==> config.mk <==
export PLATFORM = sky130hd
export DESIGN_NAME = crc16_frame_parser_core
export DESIGN_NICKNAME = d
export VERILOG_FILES = /design/src/hw/rtl/cfp_pkg.sv /design/src/hw/rtl/cfp_parser.sv /design/src/hw/rtl/cfp_out_stage.sv /design/src/hw/rtl/crc16_frame_parser_core.sv
export SDC_FILE = /design/constraint.sdc
export NUM_CORES = 1
export LEC_CHECK = 0
export ABC_AREA = 1
export BUFFER_PORTS_ARGS = -buffer_cell sky130_fd_sc_hd__buf_2
export CORE_ASPECT_RATIO = 0.9
export CORE_UTILIZATION = 34
export CTS_BUF_LIST = sky130_fd_sc_hd__clkbuf_8 sky130_fd_sc_hd__clkbuf_16
export CTS_CLUSTER_SIZE = 25
export DETAILED_ROUTE_END_ITERATION = 8
export PLACE_DENSITY = 0.52
export SLEW_MARGIN = 20
export SYNTH_ARGS = -nofsm -noshare
export SYNTH_HDL_FRONTEND = slang
export SYNTH_SLANG_ARGS = --single-unit
==> constraint.sdc <==
create_clock -name clk -period 4.15 [get_ports clk]
set_clock_uncertainty 0.2 [all_clocks]
set_input_delay 0.83 -clock clk [delete_from_list [all_inputs] [get_ports clk]]
set_output_delay 0.83 -clock clk [all_outputs]
set_load 0.1 [all_outputs]
==> src/hw/rtl/cfp_pkg.sv <==
// Package: shared types, constants and the CRC byte update for the frame parser.
`timescale 1ns / 1ps

package cfp_pkg;

    localparam logic [7:0]  SYNC_FIRST  = 8'h55;
    localparam logic [7:0]  SYNC_SECOND = 8'hAA;
    localparam logic [15:0] CRC_POLY    = 16'h1021;
    localparam logic [15:0] CRC_SEED    = 16'hFFFF;
    localparam logic [15:0] CRC_TOP     = 16'h8000;
    localparam logic [15:0] MAX_PAYLOAD_RESET = 16'd1024;

    // header byte positions; the sync bytes 0 and 1 are matched, not stored
    typedef logic [3:0] hdr_idx_t;
    localparam hdr_idx_t HDR_FIRST = 4'd2;
    localparam hdr_idx_t HDR_LAST  = 4'd15;
    localparam hdr_idx_t CRC_SPAN  = 4'd14;

    typedef struct packed {
        logic        payload_valid;
        logic [7:0]  payload_byte;
        logic [15:0] payload_index;
        logic        frame_done;
        logic        crc_ok;
        logic        too_long;
        logic [7:0]  version;
        logic [7:0]  msg_type;
        logic [7:0]  msg_flags;
        logic [15:0] session_tag;
        logic [31:0] sequence_res;
        logic [15:0] payload_length;
    } cfp_result_t;

    // CRC16-CCITT-FALSE, one byte, MSB first
    function automatic logic [15:0] crc16_byte(input logic [15:0] crc_in,
                                               input logic [7:0]  data);
        logic [15:0] c;
        c = crc_in ^ {data, 8'h00};
        for (int k = 0; k < 8; k++)
        begin
            if ((c & CRC_TOP) != 16'h0000)
            begin
                c = {c[14:0], 1'b0} ^ CRC_POLY;
            end
            else
            begin
                c = {c[14:0], 1'b0};
            end
        end
        return c;
    endfunction

endpackage

==> src/hw/rtl/cfp_parser.sv <==
// Parser: sync hunt, header capture, running CRC and per-word result build.
`timescale 1ns / 1ps

module cfp_parser (
    input  logic                 clk,
    input  logic                 rst_n,
    input  logic                 step,
    input  logic [7:0]           data,
    input  logic [15:0]          max_payload,
    output logic                 has_result,
    output cfp_pkg::cfp_result_t result
);
    import cfp_pkg::*;

    typedef enum logic [1:0] {
        ST_HUNT,
        ST_SYNC2,
        ST_HEADER,
        ST_PAYLOAD
    } state_t;

    state_t      state_reg, state_next;
    hdr_idx_t    hdr_cnt_reg, hdr_cnt_next;
    logic [15:0] pay_cnt_reg, pay_cnt_next;
    logic [15:0] crc_reg, crc_next;
    logic [7:0]  hdr_reg [HDR_FIRST:HDR_LAST];
    logic        hdr_we;
    logic [15:0] hdr_len;
    logic [15:0] hdr_chk;
    logic [15:0] crc_upd;

    assign hdr_len = {hdr_reg[13], hdr_reg[12]};
    assign hdr_chk = {hdr_reg[15], hdr_reg[14]};
    assign crc_upd = crc16_byte(crc_reg, data);

    always_comb
    begin
        state_next   = state_reg;
        hdr_cnt_next = hdr_cnt_reg;
        pay_cnt_next = pay_cnt_reg;
        crc_next     = crc_reg;
        hdr_we       = 1'b0;
        has_result   = 1'b0;
        result       = '0;
        unique case (state_reg)
            ST_HUNT:
            begin
                if (data == SYNC_FIRST)
                begin
                    crc_next   = crc16_byte(CRC_SEED, data);
                    state_next = ST_SYNC2;
                end
            end
            ST_SYNC2:
            begin
                if (data == SYNC_SECOND)
                begin
                    crc_next     = crc_upd;
                    hdr_cnt_next = HDR_FIRST;
                    state_next   = ST_HEADER;
                end
                else
                begin
                    state_next = ST_HUNT;
                end
            end
            ST_HEADER:
            begin
                hdr_we       = 1'b1;
                hdr_cnt_next = hdr_cnt_reg + 4'd1;
                if (hdr_cnt_reg < CRC_SPAN)
                begin
                    crc_next = crc_upd;
                end
                if (hdr_cnt_reg == HDR_LAST)
                begin
                    // current word is the checksum high byte
                    if (hdr_len > max_payload)
                    begin
                        state_next        = ST_HUNT;
                        has_result        = 1'b1;
                        result.frame_done = 1'b1;
                        result.too_long   = 1'b1;
                    end
                    else if (hdr_len == 16'd0)
                    begin
                        state_next        = ST_HUNT;
                        has_result        = 1'b1;
                        result.frame_done = 1'b1;
                        result.crc_ok     = (crc_reg == {data, hdr_reg[14]});
                    end
                    else
                    begin
                        pay_cnt_next = 16'd0;
                        state_next   = ST_PAYLOAD;
                    end
                end
            end
            ST_PAYLOAD:
            begin
                crc_next             = crc_upd;
                pay_cnt_next         = pay_cnt_reg + 16'd1;
                has_result           = 1'b1;
                result.payload_valid = 1'b1;
                result.payload_byte  = data;
                result.payload_index = pay_cnt_reg;
                if (pay_cnt_next == hdr_len)
                begin
                    state_next        = ST_HUNT;
                    result.frame_done = 1'b1;
                    result.crc_ok     = (crc_upd == hdr_chk);
                end
            end
        endcase
        if (result.frame_done)
        begin
            result.version        = hdr_reg[2];
            result.msg_type       = hdr_reg[3];
            result.msg_flags      = hdr_reg[4];
            result.session_tag    = {hdr_reg[7], hdr_reg[6]};
            result.sequence_res   = {hdr_reg[11], hdr_reg[10], hdr_reg[9], hdr_reg[8]};
            result.payload_length = hdr_len;
        end
    end

    always_ff @(posedge clk or negedge rst_n)
    begin
        if (!rst_n)
        begin
            state_reg   <= ST_HUNT;
            hdr_cnt_reg <= '0;
            pay_cnt_reg <= '0;
            crc_reg     <= CRC_SEED;
        end
        else if (step)
        begin
            state_reg   <= state_next;
            hdr_cnt_reg <= hdr_cnt_next;
            pay_cnt_reg <= pay_cnt_next;
            crc_reg     <= crc_next;
        end
    end

    always_ff @(posedge clk)
    begin
        if (step && hdr_we)
        begin
            hdr_reg[hdr_cnt_reg] <= data;
        end
    end

`ifndef SYNTHESIS
    a_payload_gives_result: assert property (@(posedge clk) disable iff (!rst_n)
        (step && state_reg == ST_PAYLOAD) |-> (has_result && result.payload_valid))
        else $error("payload word without result");

    a_abandon_to_hunt: assert property (@(posedge clk) disable iff (!rst_n)
        (step && has_result && result.too_long) |=> (state_reg == ST_HUNT))
        else $error("abandoned frame did not return to hunt");

    a_header_end_silent: assert property (@(posedge clk) disable iff (!rst_n)
        (step && state_reg == ST_HEADER && hdr_cnt_reg == HDR_LAST && !has_result)
        |=> (state_reg == ST_PAYLOAD && pay_cnt_reg == 16'd0))
        else $error("header end did not enter payload");
`endif

endmodule

==> src/hw/rtl/cfp_out_stage.sv <==
// Output register: holds one result word until the consumer takes it.
`timescale 1ns / 1ps

module cfp_out_stage (
    input  logic                 clk,
    input  logic                 rst_n,
    input  logic                 load,
    input  cfp_pkg::cfp_result_t res_in,
    input  logic                 out_ready,
    output logic                 out_valid,
    output cfp_pkg::cfp_result_t res_out
);
    import cfp_pkg::*;

    logic        valid_reg, valid_next;
    cfp_result_t res_reg;

    always_comb
    begin
        if (load)
        begin
            valid_next = 1'b1;
        end
        else if (out_ready)
        begin
            valid_next = 1'b0;
        end
        else
        begin
            valid_next = valid_reg;
        end
    end

    always_ff @(posedge clk or negedge rst_n)
    begin
        if (!rst_n)
        begin
            valid_reg <= 1'b0;
        end
        else
        begin
            valid_reg <= valid_next;
        end
    end

    always_ff @(posedge clk)
    begin
        if (load)
        begin
            res_reg <= res_in;
        end
    end

    assign out_valid = valid_reg;
    assign res_out   = res_reg;

endmodule

==> src/hw/rtl/crc16_frame_parser_core.sv <==
// Top level: input register, limit register, parser and output register.
//
//  channel | signals                          | direction
//  --------+----------------------------------+----------
//  input   | in_valid, in_ready, rx_byte      | in
//  config  | cfg_we, cfg_wdata (max_payload)  | in
//  result  | out_valid, out_ready, fields     | out
//
// One byte per cycle while results are taken; the CRC byte update and state
// step are combinational between the input register and the output register.
// A byte that yields a result loads the output register, which sets out_valid.
// Reset puts the parser in sync hunt, CRC at seed, max_payload at 1024.
// A stalled result holds the input register; in_ready drops once both are full.
`timescale 1ns / 1ps

module crc16_frame_parser_core (
    input  logic        clk,
    input  logic        rst_n,
    input  logic        in_valid,
    output logic        in_ready,
    input  logic [7:0]  rx_byte,
    input  logic        cfg_we,
    input  logic [15:0] cfg_wdata,
    output logic        out_valid,
    input  logic        out_ready,
    output logic        payload_valid,
    output logic [7:0]  payload_byte,
    output logic [15:0] payload_index,
    output logic        frame_done,
    output logic        crc_ok,
    output logic        too_long,
    output logic [7:0]  version,
    output logic [7:0]  msg_type,
    output logic [7:0]  msg_flags,
    output logic [15:0] session_tag,
    output logic [31:0] sequence_res,
    output logic [15:0] payload_length
);
    import cfp_pkg::*;

    logic        s1_valid_reg, s1_valid_next;
    logic [7:0]  s1_byte_reg;
    logic [15:0] max_payload_reg;
    logic        advance;
    logic        in_take;
    logic        has_result;
    cfp_result_t res_new;
    cfp_result_t res_out;

    assign advance  = s1_valid_reg && (!out_valid || out_ready);
    assign in_ready = !s1_valid_reg || advance;
    assign in_take  = in_valid && in_ready;

    always_comb
    begin
        if (in_take)
        begin
            s1_valid_next = 1'b1;
        end
        else if (advance)
        begin
            s1_valid_next = 1'b0;
        end
        else
        begin
            s1_valid_next = s1_valid_reg;
        end
    end

    always_ff @(posedge clk or negedge rst_n)
    begin
        if (!rst_n)
        begin
            s1_valid_reg    <= 1'b0;
            max_payload_reg <= MAX_PAYLOAD_RESET;
        end
        else
        begin
            s1_valid_reg <= s1_valid_next;
            if (cfg_we)
            begin
                max_payload_reg <= cfg_wdata;
            end
        end
    end

    always_ff @(posedge clk)
    begin
        if (in_take)
        begin
            s1_byte_reg <= rx_byte;
        end
    end

    cfp_parser u_parser (
        .clk         (clk),
        .rst_n       (rst_n),
        .step        (advance),
        .data        (s1_byte_reg),
        .max_payload (max_payload_reg),
        .has_result  (has_result),
        .result      (res_new)
    );

    cfp_out_stage u_out (
        .clk       (clk),
        .rst_n     (rst_n),
        .load      (advance && has_result),
        .res_in    (res_new),
        .out_ready (out_ready),
        .out_valid (out_valid),
        .res_out   (res_out)
    );

    assign payload_valid  = res_out.payload_valid;
    assign payload_byte   = res_out.payload_byte;
    assign payload_index  = res_out.payload_index;
    assign frame_done     = res_out.frame_done;
    assign crc_ok         = res_out.crc_ok;
    assign too_long       = res_out.too_long;
    assign version        = res_out.version;
    assign msg_type       = res_out.msg_type;
    assign msg_flags      = res_out.msg_flags;
    assign session_tag    = res_out.session_tag;
    assign sequence_res   = res_out.sequence_res;
    assign payload_length = res_out.payload_length;

`ifndef SYNTHESIS
    a_stall_only_when_full: assert property (@(posedge clk) disable iff (!rst_n)
        !in_ready |-> (s1_valid_reg && out_valid && !out_ready))
        else $error("input stalled with room downstream");

    a_accept_fills_s1: assert property (@(posedge clk) disable iff (!rst_n)
        in_take |=> s1_valid_reg)
        else $error("accepted word lost from input register");

    a_s1_holds: assert property (@(posedge clk) disable iff (!rst_n)
        (s1_valid_reg && !advance) |=> (s1_valid_reg && $stable(s1_byte_reg)))
        else $error("held word changed in input register");
`endif

endmodule
==> out/qor.csv <==
stage,metric,value,unit
run_status,status,completed,
floorplanning,row count,65,
global_routing,first-pass GRT wire length,48100,microns
flow_run,number of max-cap violations,0,
synthesis,synthesized area,12300,sq um
drt,initial DRC count,680,
place,hpwl dp,22000,microns
global_routing,grt ovf,0,
floorplanning,# IOs,147,
clocking,Max Buffers Root-to-Sink,3,
clocking,postcts setup bufs,0,
drt,Avg WL per Cell,17.0,microns
global_routing,largest net degree at the start of global routing,59,
sta,RSZ-0062 raised after global routing,no,
worst_setup_path,"Req. time, crit path",4.25,ns
worst_setup_path,CP arrival,3.31,ns
sta,Period minus WS final,3.21,ns
synthesis,Syn Area/Cell,10.5,sq um
sta,Fin. Hold Viols,0,
floorplanning,Chip Width,203,microns
clocking,# H-tree levels,1,
worst_setup_path,crit path launch,u_parser.hdr_reg[12][5],
clocking,CTS sink count,284,
worst_setup_path,endpoint type of the worst setup path,register,
clocking,clock root cell,clkbuf_16,
sta,setup_tns,0,ns
worst_setup_path,Reg-to-Reg Start,u_parser.hdr_reg[12][5],
drt,Final ANT Viol Nets,0,
synthesis,Mapped Cells,1170,
pwr,Lkg Pwr,6.10,nW
drt,DRC Markers,0,
drt,vias,8607,
place,GPL Wtd Cong,0.928,
synthesis,Yosys reg bits,284,
drt,Detailed Routing Iterations Pass 1,5,
clocking,later-pin clock latency in the skew report,0.56,ns
sta,slew margin rel.,32.6,%
floorplanning,Die Area,37100,sq um
worst_setup_path,Setup CP Type,register to register,
place,Port Buffer Count,146,
synthesis,synth unique cells,33,
floorplanning,die height,183,microns
pwr,VDD IR-drop max,0.324,mV
layout,final net count,1400,
clocking,Clock Pin Slew Worst Setup and Hold Paths,0.06,ns
layout,max FFs per register,116,
floorplanning,Starting Density,34.9,%
sta,Slew Limit Fails,0,
floorplanning,total core area,35400,sq um
synthesis,net count after synthesis,1220,
layout,"Core Util, Final",41.7,%
clocking,hold buffer count at CTS,0,
sta,"Setup violations, final",0,
clocking,CTS Buf Count,31,
global_routing,antenna violations before repair,0,
sta,worst-margin pin slew,1.01,ns
worst_setup_path,crit path launch type,register,
drt,DRT Wirelength,31400,microns
drt,Avg Vias per Cell,4.67,
layout,diode count,0,
sta,final period utilization,77.3,%
synthesis,Synth Warn #,0,
worst_setup_path,Crit Path Max Fanout,39,
layout,share of post-route cells with drive strength above 1,18.5,%
sta,Max Clk Rate,312,MHz
synthesis,sequential share of the synthesized area,67.0,%
global_routing,vias in the first global route,8464,
global_routing,gr usage total,16.9,%
layout,Layout area overhead,19.4,%
clocking,Resized cells post-CTS,0,
hold_path,worst hold path class,input pin to async pin,
clocking,CTS tree,yes,
pwr,PD cells,487,nW/um^2
[layout by cell type (no fill, tap or decap), types with 4 or more instances in the layout]
master / synthesis / layout
a21oi_1: 19 / 19
a31oi_1: 5 / 5
buf_2: 6 / 145
buf_4: 0 / 23
clkbuf_16: 0 / 31
clkinv_1: 0 / 7
clkinvlp_4: 0 / 4
dfrtp_1: 39 / 39
dfstp_2: 17 / 17
edfxtp_1: 228 / 228
ha_1: 21 / 21
inv_1: 180 / 186
nand2_1: 247 / 247
nand3_1: 55 / 55
nand3b_1: 9 / 9
nand4_1: 14 / 14
nor2_1: 183 / 183
nor2_2: 4 / 4
nor2_4: 12 / 12
nor3_1: 15 / 15
nor4_1: 4 / 4
o21ai_0: 57 / 57
xnor2_1: 11 / 11
xor2_1: 12 / 12
[worst max-delay path: stages, from the launching register on]
cell and delay [ns]:
edfxtp_1 0.52, ha_1 0.34, a21oi_1 0.17, nor2_1 0.06
nor2_1 0.08, nand3_1 0.08, nand2_1 0.06, nand2_1 0.05
nand2_1 0.13, nand2_1 0.10, nand3_1 0.10, nand2_1 0.05
nand2_1 0.13, clkinvlp_4 0.48, buf_12 0.38
[final cells by class]
| type | count | area, sq um |
|---|---|---|
| sequential | 284 | 8270 |
| clock buffer | 34 | 817 |
| clock inverter | 24 | 171 |
| inverter | 182 | 688 |
| tap | 469 | 587 |
| timing repair buffer | 170 | 938 |
| multi-input combinational | 681 | 3270 |
| fill | 3464 | 20600 |
[layer usage]
| layer | global-route usage [%] | part of all wire (%) | vias to the layer above |
|---|---|---|---|
| li1 | - | - | 4199 |
| met1 | 23.9 | 47 | 4143 |
| met2 | 27.4 | 46 | 235 |
| met3 | 2.83 | 4.9 | 30 |
| met4 | 3.52 | 1.6 | 0 |
| met5 | 0 | 0 | - |
[worst paths after layout]
check,end,slack (ns),depth (start not counted)
max in group asynchronous,u_parser.pay_cnt_reg[14],3.03,1
min,s1_valid_reg,0.15,1
min reg2reg,u_parser.crc_reg[8],0.31,2
min in group clk,s1_byte_reg[2],0.25,1
max reg2reg,u_out.res_out[35],0.94,14
max,u_out.res_out[35],0.94,14
[metrics by stage]
step | hold WS [ns] | cells | setup slack (ns) | instance area [sq um] | total power, W
2_1_floorplan | 0.261 | 1170 | 0.303 | 12300 | 0.00423
3_3_place_gp | 0.278 | 1786 | 0.912 | 13800 | 0.00457
3_5_place_dp | 0.298 | 1786 | 0.915 | 13800 | 0.00458
4_1_cts | 0.182 | 1844 | 0.919 | 14700 | 0.00726
5_1_grt | 0.211 | 1844 | 0.697 | 14700 | 0.00753
6_report | 0.151 | 1844 | 0.941 | 14700 | 0.00718
[power breakdown]
| group | internal, W | switching [W] | leakage (nW) |
|---|---|---|---|
| combinational | 0.000369 | 0.000765 | 3.03 |
| sequential | 0.00326 | 0.000141 | 2.56 |
| clock | 0.00153 | 0.00112 | 0.502 |
[Yosys cell counts (all sizes together)]
master	n	area (sq um)
nand2	248	933
edfxtp	228	6850
nor2	199	847
inv	182	683
o21ai	59	295
nand3	55	275
dfrtp	39	976
ha	21	263
a21oi	19	95.1
dfstp	17	447
nor3	15	75.1
clkbuf	14	52.6
nand4	14	87.6
xor2	12	105
xnor2	11	96.3
buf	9	67.6
nand3b	9	67.6
a31oi	5	31.3
nor4	4	25.0
o22ai	3	18.8
or2	2	12.5
a21boi	1	7.51
mux2	1	11.3
nor3b	1	7.51
o2111ai	1	8.76
o21bai	1	7.51
[logic make-up (layout without fill, tap and decap cells)]
kind of cell               after synthesis  count (layout)  synth area share [%]
and+or+nand+nor                        547             547                  18.9
AOI/OAI and AO/OA                       89              89                  3.76
buffers and inverters                  205             410                  6.51
adders and majority gates               21              21                  2.13
DFF                                    284             284                  67.0
xor gates and xnor gates                23              23                  1.63
muxes                                    1               1                0.0912
No activity file was read; power rests on OpenSTA's default activity.
